<file path="src/wtfe_pkg.sv">
// Shared types and constants of the windowed top-four-by-energy tracker.
package wtfe_pkg;

   localparam int SLOT_COUNT_DEFAULT = 4;
   localparam int SLOT_COUNT_MAX     = 16;

   localparam int TRACK_W  = 9;
   localparam int MASS_W   = 16;
   localparam int ENERGY_W = 18;
   localparam int RANK_W   = $clog2(SLOT_COUNT_MAX);
   localparam int CSR_INDEX_W = 1;
   localparam int CSR_DATA_W  = 16;

   localparam logic [MASS_W-1:0] CENTER_MASS_RESET    = 16'd135;
   localparam logic [MASS_W-1:0] MASS_HALFWIDTH_RESET = 16'd10;

   // register indexes
   localparam logic [CSR_INDEX_W-1:0] REG_CENTER_MASS    = 1'b0;
   localparam logic [CSR_INDEX_W-1:0] REG_MASS_HALFWIDTH = 1'b1;

   // command codes
   localparam logic CMD_CLEAR = 1'b0;
   localparam logic CMD_OFFER = 1'b1;

   // token modes
   localparam logic [1:0] MODE_CLEAR  = 2'd0;
   localparam logic [1:0] MODE_SEARCH = 2'd1;
   localparam logic [1:0] MODE_SHIFT  = 2'd2;
   localparam logic [1:0] MODE_DONE   = 2'd3;

   // token walking down the cell row
   typedef struct packed {
      logic                active;
      logic [1:0]          mode;
      logic                found;
      logic [RANK_W-1:0]   rank;
      logic                carry_valid;
      logic [TRACK_W-1:0]  track;
      logic [ENERGY_W-1:0] energy;
   } token_type;

endpackage

</file>
<file path="src/wtfe_cell.sv">
// One slot cell: holds a track and its energy, processes the passing token.
module wtfe_cell #(
   parameter int CELL_INDEX = 0
) (
   input  logic                          clock,
   input  logic                          reset,
   input  wtfe_pkg::token_type           up_tok,
   output wtfe_pkg::token_type           down_tok,
   output logic                          slot_valid,
   output logic [wtfe_pkg::TRACK_W-1:0]  slot_track
);

   logic                          valid_ff, valid_in;
   logic [wtfe_pkg::TRACK_W-1:0]  track_ff, track_in;
   logic [wtfe_pkg::ENERGY_W-1:0] energy_ff, energy_in;
   wtfe_pkg::token_type           down_tok_ff, down_tok_in;

   always_comb begin
      valid_in    = valid_ff;
      track_in    = track_ff;
      energy_in   = energy_ff;
      down_tok_in = up_tok;
      if (up_tok.active) begin
         case (up_tok.mode)
            wtfe_pkg::MODE_CLEAR: begin
               valid_in  = 1'b0;
               track_in  = '0;
               energy_in = '0;
            end
            wtfe_pkg::MODE_SEARCH: begin
               if (!valid_ff) begin
                  valid_in          = 1'b1;
                  track_in          = up_tok.track;
                  energy_in         = up_tok.energy;
                  down_tok_in.mode  = wtfe_pkg::MODE_DONE;
                  down_tok_in.found = 1'b1;
                  down_tok_in.rank  = wtfe_pkg::RANK_W'(CELL_INDEX);
               end else if (track_ff == up_tok.track) begin
                  down_tok_in.mode  = wtfe_pkg::MODE_DONE;
                  down_tok_in.found = 1'b1;
                  down_tok_in.rank  = wtfe_pkg::RANK_W'(CELL_INDEX);
               end else if (up_tok.energy > energy_ff) begin
                  // take the track, old content moves one cell down
                  valid_in                = 1'b1;
                  track_in                = up_tok.track;
                  energy_in               = up_tok.energy;
                  down_tok_in.mode        = wtfe_pkg::MODE_SHIFT;
                  down_tok_in.found       = 1'b1;
                  down_tok_in.rank        = wtfe_pkg::RANK_W'(CELL_INDEX);
                  down_tok_in.carry_valid = valid_ff;
                  down_tok_in.track       = track_ff;
                  down_tok_in.energy      = energy_ff;
               end
            end
            wtfe_pkg::MODE_SHIFT: begin
               valid_in                = up_tok.carry_valid;
               track_in                = up_tok.track;
               energy_in               = up_tok.energy;
               down_tok_in.carry_valid = valid_ff;
               down_tok_in.track       = track_ff;
               down_tok_in.energy      = energy_ff;
            end
            default: begin
            end
         endcase
      end
   end

   always_ff @(posedge clock) begin
      if (reset) begin
         valid_ff  <= 1'b0;
         track_ff  <= '0;
         energy_ff <= '0;
      end else begin
         valid_ff  <= valid_in;
         track_ff  <= track_in;
         energy_ff <= energy_in;
      end
   end

   always_ff @(posedge clock) begin
      if (reset) begin
         down_tok_ff <= '0;
      end else begin
         down_tok_ff <= down_tok_in;
      end
   end

   assign down_tok   = down_tok_ff;
   assign slot_valid = valid_ff;
   assign slot_track = track_ff;

endmodule

</file>
<file path="src/windowed_top_four_by_energy.sv">
// Top level of the windowed top-four-by-energy tracker.
//
// Keeps the SLOT_COUNT highest-energy tracks (by falling energy) whose mass
// lies strictly inside (center_mass - mass_halfwidth, center_mass +
// mass_halfwidth). A word is taken at a clock edge with start high and busy
// low. An offer word (command 1) is checked against the window at entry and
// then walks as a token down a row of SLOT_COUNT cells, one cell per cycle;
// the first cell that is empty, already holds the same track, or holds a
// lower energy decides, and an insert ripples the displaced tracks one cell
// down behind it. A clear word (command 0) walks the same row and empties
// every cell. The result is strobed on rsp_valid for exactly one cycle;
// the receiver cannot stall it. busy drops in that result cycle, so a new
// word may start there; the block takes no new word while a token walks
// the cell row. The leader fields show the top slot after the word.
// Registers are to be written by the user via csr_we/csr_index/csr_wdata
// only while idle; the block itself does not enforce this.
module windowed_top_four_by_energy #(
   parameter int SLOT_COUNT = wtfe_pkg::SLOT_COUNT_DEFAULT
) (
   input  logic                              clock,
   input  logic                              reset,
   // command channel
   input  logic                              start,
   output logic                              busy,
   input  logic                              req_command,
   input  logic [wtfe_pkg::TRACK_W-1:0]      req_track_index,
   input  logic [wtfe_pkg::MASS_W-1:0]       req_track_mass,
   input  logic [wtfe_pkg::ENERGY_W-1:0]     req_track_energy,
   // register writes
   input  logic                              csr_we,
   input  logic [wtfe_pkg::CSR_INDEX_W-1:0]  csr_index,
   input  logic [wtfe_pkg::CSR_DATA_W-1:0]   csr_wdata,
   // result strobe
   output logic                              rsp_valid,
   output logic                              rsp_accepted,
   output logic [1:0]                        rsp_placed_rank,
   output logic                              rsp_leader_valid,
   output logic [wtfe_pkg::TRACK_W-1:0]      rsp_leader_track
);

   // config registers
   logic [wtfe_pkg::MASS_W-1:0] center_mass_ff, center_mass_in;
   logic [wtfe_pkg::MASS_W-1:0] halfwidth_ff, halfwidth_in;

   always_comb begin
      center_mass_in = center_mass_ff;
      halfwidth_in   = halfwidth_ff;
      if (csr_we) begin
         unique case (csr_index)
            wtfe_pkg::REG_CENTER_MASS:    center_mass_in = csr_wdata;
            wtfe_pkg::REG_MASS_HALFWIDTH: halfwidth_in   = csr_wdata;
            default: begin
            end
         endcase
      end
   end

   always_ff @(posedge clock) begin
      if (reset) begin
         center_mass_ff <= wtfe_pkg::CENTER_MASS_RESET;
         halfwidth_ff   <= wtfe_pkg::MASS_HALFWIDTH_RESET;
      end else begin
         center_mass_ff <= center_mass_in;
         halfwidth_ff   <= halfwidth_in;
      end
   end

   // mass window, bounds kept wide so nothing wraps
   logic                          take;
   logic [wtfe_pkg::MASS_W+1:0]   win_lo;   // two's complement, may go below zero
   logic [wtfe_pkg::MASS_W:0]     win_hi;
   logic                          above_lo, below_hi, in_window;

   assign take     = start && !busy;
   assign win_lo   = {2'b00, center_mass_ff} - {2'b00, halfwidth_ff};
   assign win_hi   = {1'b0, center_mass_ff} + {1'b0, halfwidth_ff};
   assign above_lo = win_lo[wtfe_pkg::MASS_W+1] || ({2'b00, req_track_mass} > win_lo);
   assign below_hi = {1'b0, req_track_mass} < win_hi;
   assign in_window = above_lo && below_hi;

   // entry token
   wtfe_pkg::token_type entry_ff, entry_in;

   always_comb begin
      entry_in             = entry_ff;
      entry_in.active      = take;
      if (take) begin
         entry_in.found       = 1'b0;
         entry_in.rank        = '0;
         entry_in.carry_valid = 1'b1;
         entry_in.track       = req_track_index;
         entry_in.energy      = req_track_energy;
         if (req_command == wtfe_pkg::CMD_CLEAR) begin
            entry_in.mode = wtfe_pkg::MODE_CLEAR;
         end else if (in_window) begin
            entry_in.mode = wtfe_pkg::MODE_SEARCH;
         end else begin
            entry_in.mode = wtfe_pkg::MODE_DONE;   // rejected, just walks out
         end
      end
   end

   always_ff @(posedge clock) begin
      if (reset) begin
         entry_ff <= '0;
      end else begin
         entry_ff <= entry_in;
      end
   end

   // cell row: tok[0] feeds cell 0, tok[i+1] leaves cell i
   wtfe_pkg::token_type            tok [SLOT_COUNT+1];
   logic                           head_valid;
   logic [wtfe_pkg::TRACK_W-1:0]   head_track;
   logic [SLOT_COUNT-1:0]          in_flight;

   assign tok[0] = entry_ff;

   for (genvar i = 0; i < SLOT_COUNT; i++) begin : g_cell
      assign in_flight[i] = tok[i].active;
      if (i == 0) begin : g_head
         wtfe_cell #(
            .CELL_INDEX (i)
         ) u_cell (
            .clock      (clock),
            .reset      (reset),
            .up_tok     (tok[i]),
            .down_tok   (tok[i+1]),
            .slot_valid (head_valid),
            .slot_track (head_track)
         );
      end else begin : g_body
         wtfe_cell #(
            .CELL_INDEX (i)
         ) u_cell (
            .clock      (clock),
            .reset      (reset),
            .up_tok     (tok[i]),
            .down_tok   (tok[i+1]),
            .slot_valid (),
            .slot_track ()
         );
      end
   end

   // busy from start edge until the token leaves the last cell
   logic busy_ff, busy_in;

   always_comb begin
      busy_in = busy_ff;
      if (take) begin
         busy_in = 1'b1;
      end else if (tok[SLOT_COUNT-1].active) begin
         busy_in = 1'b0;
      end
   end

   always_ff @(posedge clock) begin
      if (reset) begin
         busy_ff <= 1'b0;
      end else begin
         busy_ff <= busy_in;
      end
   end

   assign busy             = busy_ff;
   assign rsp_valid        = tok[SLOT_COUNT].active;
   assign rsp_accepted     = tok[SLOT_COUNT].found;
   assign rsp_placed_rank  = tok[SLOT_COUNT].rank[1:0];
   assign rsp_leader_valid = head_valid;
   assign rsp_leader_track = head_valid ? head_track : '0;

   // checks
   a_one_token: assert property (@(posedge clock) disable iff (reset)
      $onehot0({in_flight, tok[SLOT_COUNT].active}))
      else $error("more than one token in the cell row");

   a_idle_empty: assert property (@(posedge clock) disable iff (reset)
      !busy |-> (in_flight == '0))
      else $error("token in flight while not busy");

   a_start_busy: assert property (@(posedge clock) disable iff (reset)
      take |=> busy)
      else $error("busy not raised after start");

   a_rsp_idle: assert property (@(posedge clock) disable iff (reset)
      rsp_valid |-> (!busy && $past(busy)))
      else $error("result strobe outside a word's end");

   a_top_leader: assert property (@(posedge clock) disable iff (reset)
      (rsp_valid && rsp_accepted) |-> rsp_leader_valid)
      else $error("track accepted but top slot empty");

endmodule
</file>
<file path="config.mk">
export PLATFORM = sky130hd
export DESIGN_NAME = windowed_top_four_by_energy
export DESIGN_NICKNAME = d
export VERILOG_FILES = /design/src/wtfe_pkg.sv /design/src/wtfe_cell.sv /design/src/windowed_top_four_by_energy.sv
export SDC_FILE = /design/constraint.sdc
export NUM_CORES = 1
export LEC_CHECK = 0
export ABC_AREA = 1
export ABC_CLOCK_PERIOD_IN_PS = 2960
export BUFFER_PORTS_ARGS = -buffer_cell sky130_fd_sc_hd__buf_2
export CORE_ASPECT_RATIO = 1.5
export CORE_MARGIN = 2
export CORE_UTILIZATION = 45
export CTS_CLUSTER_SIZE = 25
export DETAILED_ROUTE_END_ITERATION = 6
export GPL_ROUTABILITY_DRIVEN = 0
export PLACE_DENSITY_LB_ADDON = 0.05
export RECOVER_POWER = 50
export SLEW_MARGIN = 10
export SYNTH_ARGS = -nofsm -noshare
export SYNTH_HDL_FRONTEND = slang
export SYNTH_SLANG_ARGS = --single-unit
</file>
<file path="constraint.sdc">
create_clock -name clock -period 2.96 [get_ports clock]
set_input_delay 0.888 -clock clock [delete_from_list [all_inputs] [get_ports clock]]
set_output_delay 0.888 -clock clock [all_outputs]
set_load 0.005 [all_outputs]
</file>
==> qor.yml <==
area_delta_synth_final_pct: 14.23
clk_latency_ps: 570
crit_arrival_ps: 3440
ys_types: 48
ctsRootBufferMaster: "clkbuf_16"
routedWlPerCell_um: 16.55
start_kind: "flop"
synth.top_cell.area_share: 0.3302
postSynthAreaPerCell_sq_um: 7.037
hp-start: "g_cell[1].g_body.u_cell.down_tok[28]$_SDFF_PP0_"
start_util: 0.4531
design_area_sq_um: 19320
grt_pass1_wl_um: 79770
r2r_cells: 23
leakage_nw: 8.514
swShare: 0.2942
mostFrequentLayoutCell: "nand2_1"
die_h_um: 241.5
min_period_ps: 2980
final_cell_mix: "422 x nand2_1, 388 x a21oi_1, 277 x inv_1"
clkSinkCount: 279
use_met1: 0.2999
grt_use_met2: 0.4618
p_per_area_nw_per_um2: 542.6
synth_seq_cells: 279
drc: 0
finalHoldViolations: 0
dp_hpwl_um: 33660
port_buffers: 79
fin_skew_ps: 12.26
async_flop_share: 0
clk_pin_slew_ps: 70
irDropWorstVdd_mv: 0.4603
fin_crit_sh: 1.007
path_class: "flop to flop"
core_area_sq_um: 37340
hold_path_end: "g_cell[2].g_body.u_cell.down_tok[28]$_SDFF_PP0_"
seq_area_frac_synth: 0.3302
cts_tree: "built"
crit_required_ps: 3420
min_path_type: "flop to flop"
gr-total-overflow: 0
numCtsBuffers: 30
drtIter0Drc: 1027
top_usage_layer: "met2"
rsz0062_at_grt: "yes"
grt_use_met3: 0.01952
grt_max_degree: 55
status: "finished, violations left"
slew_violations: 0
synth_flop_cell: "dfxtp_1"
drt_first_pass_iters: 5
internal_power_mw: 7.400
holdPathStages: 2
die_w_um: 162.3
yosys_warnings: 0
worstMarginPinSlew_ps: 1485
total_switching_power_mw: 3.085
htreeDepth: 1
row_count: 87
p_seq_frac: 0.383
yosys.area.top_type: "dfxtp_1"
fin_ws_ps: -19.91
post_dp_cell_area_sq_um: 17950
drive_gt1_frac: 0.1237
power_frac_comb: 0.200
wl_um: 49430
synth_nets: 2618
max_freq_ghz: 0.3356
rr_endpoint: "entry_ff[34]$_SDFFE_PP0P_"
synth_area_leaders: "dfxtp_1 33%, a21oi_1 12%, ha_1 11%"
p_clk_frac: 0.416
post-route-util: 0.5176
grt_pass1_vias: 15635
syn_area_sq_um: 16920
ant_nets: 0
vias: 16201
path_max_fanout: 2
relSlewSlack: 0.01010
antenna_cells: 0
num-nets-final: 2688
reg2reg_slack_ps: -20
rr_startpoint: "center_mass_ff[0]$_SDFFE_PP1P_"
synth_cells: 2404
crit_path_end_kind: "flop"
vias_per_cell: 5.424
grt_usage: 0.2497
die_area_sq_um: 39190
antenna_found_initial: 0
violations: "max-capacitance violations, negative setup slack"
cts_buffer_depth: 3
synth_edf_count: 0
io_pins: 80
finalSetupViolations: 1
drv_cap: 1
[synthesized netlist by cell type (3+ instances only)]
master      n
ha_1      147
nor2_2      6
clkbuf_1   79
o21ai_1    11
a211oi_1    3
buf_1       7
a21oi_2     3
xnor2_1     7
dfxtp_1   279
o21ai_0   162
buf_2      24
nand2_1   430
a31oi_1     9
xor2_1     44
nand2_2     4
nor3_1     11
inv_1     282
nor2_4      4
o21bai_1    4
o211ai_1    5
nor2_1    140
buf_6      16
nand2_4     8
nand3_1   188
a21oi_1   391
a21o_1      4
nand3_4     3
buf_4      11
nand4_1    93
nor4_1      3
[kinds of logic after synthesis]
| group | count (synthesis) | synth area share |
|---|---|---|
| DFF | 279 | 0.3302 |
| and+or+nand+nor | 903 | 0.2452 |
| adders and majority gates | 149 | 0.1111 |
| AOI/OAI and AO/OA | 599 | 0.1820 |
| buffers and inverters | 423 | 0.1052 |
| xor gates and xnor gates | 51 | 0.02640 |
[worst max path at each step]
stage                                         from                        end  slack (ps)  depth (start not counted)
floorplan           center_mass_ff[0]$_SDFFE_PP1P_  entry_ff[34]$_SDFFE_PP0P_         110                         23
global placement    center_mass_ff[0]$_SDFFE_PP1P_  entry_ff[34]$_SDFFE_PP0P_        -130                         23
detailed placement  center_mass_ff[0]$_SDFFE_PP1P_  entry_ff[34]$_SDFFE_PP0P_        -150                         23
CTS                 center_mass_ff[0]$_SDFFE_PP1P_  entry_ff[34]$_SDFFE_PP0P_          -5                         23
global route          halfwidth_ff[6]$_SDFFE_PP0P_  entry_ff[34]$_SDFFE_PP0P_        -220                         20
finish              center_mass_ff[0]$_SDFFE_PP1P_  entry_ff[34]$_SDFFE_PP0P_         -20                         23
[registers in the layout, indices dropped and copies added, names as in the netlist]
register	flops
g_cell.g_body.u_cell.down_tok	71
g_cell.g_body.u_cell.energy_ff	54
g_cell.g_head.u_cell.down_tok	32
entry_ff	31
g_cell.g_body.u_cell.slot_track	27
g_cell.g_head.u_cell.energy_ff	18
center_mass_ff	16
halfwidth_ff	16
g_cell.g_head.u_cell.slot_track	9
g_cell.g_body.u_cell.slot_valid	3
busy	1
g_cell.g_head.u_cell.slot_valid	1
[what timing repair did]
item	4_1_cts	5_1_grt
resized for setup	18	33
setup buffers	3	7
hold buffers	0	0
endpoints found under the setup margin	1	1
pin swaps	7	29
[per-stage QoR]
step	cells	power, mW	TNS, ps	hold slack, ps	worst slack (ps)
global route	2987	10.98	-1977	458.2	-215.5
finish	2987	10.49	-19.91	430.2	-19.91
floorplan	2404	5.446	0	403.2	108.9
global placement	2921	6.081	-129.2	420.9	-129.2
CTS	2980	10.52	-4.886	437.0	-4.886
detailed placement	2921	6.093	-148.0	416.0	-148.0
[power by group through the flow]
stage / Clock, mW / Combinational, mW / Sequential, mW
after floorplan: 0 / 1.39 / 4.05
after CTS: 4.46 / 2.05 / 4.01
after global placement: 0 / 1.99 / 4.09
final: 4.37 / 2.10 / 4.02
after global routing: 4.60 / 2.34 / 4.04
after detailed placement: 0 / 2.00 / 4.10
[final cells by class]
class	instances	area, sq um
Inverter	286	1074
Fill cell	3741	18010
Sequential cell	279	5589
Tap cell	489	611.8
Clock buffer	37	818.3
Clock inverter	19	331.6
Timing Repair Buffer	175	1162
Multi-Input combinational cell	1702	9738
[routing by layer]
| metal | share of wire | up-vias |
|---|---|---|
| met4 | 0.028 | 0 |
| met3 | 0.040 | 92 |
| met5 | 0 | - |
| li1 | - | 8151 |
| met2 | 0.51 | 350 |
| met1 | 0.42 | 7608 |
[worst max-delay path, cell delays in order (launching register included)]
cell and delay [ps]:
dfxtp_2 340, buf_6 100, ha_4 120, inv_2 40
fa_2 340, nand3b_1 160, nand2_1 90, buf_4 110
buf_4 90, buf_4 90, buf_4 100, a31oi_2 90
xor2_1 180, ha_1 300, nand4_1 110, inv_1 50
nand2_1 60, o211ai_1 100, nand4_1 100, nand2_1 50
nor2_1 90, nand2_1 50, nand2_1 50, nand2_1 40
(Power assumes the default switching activity.)
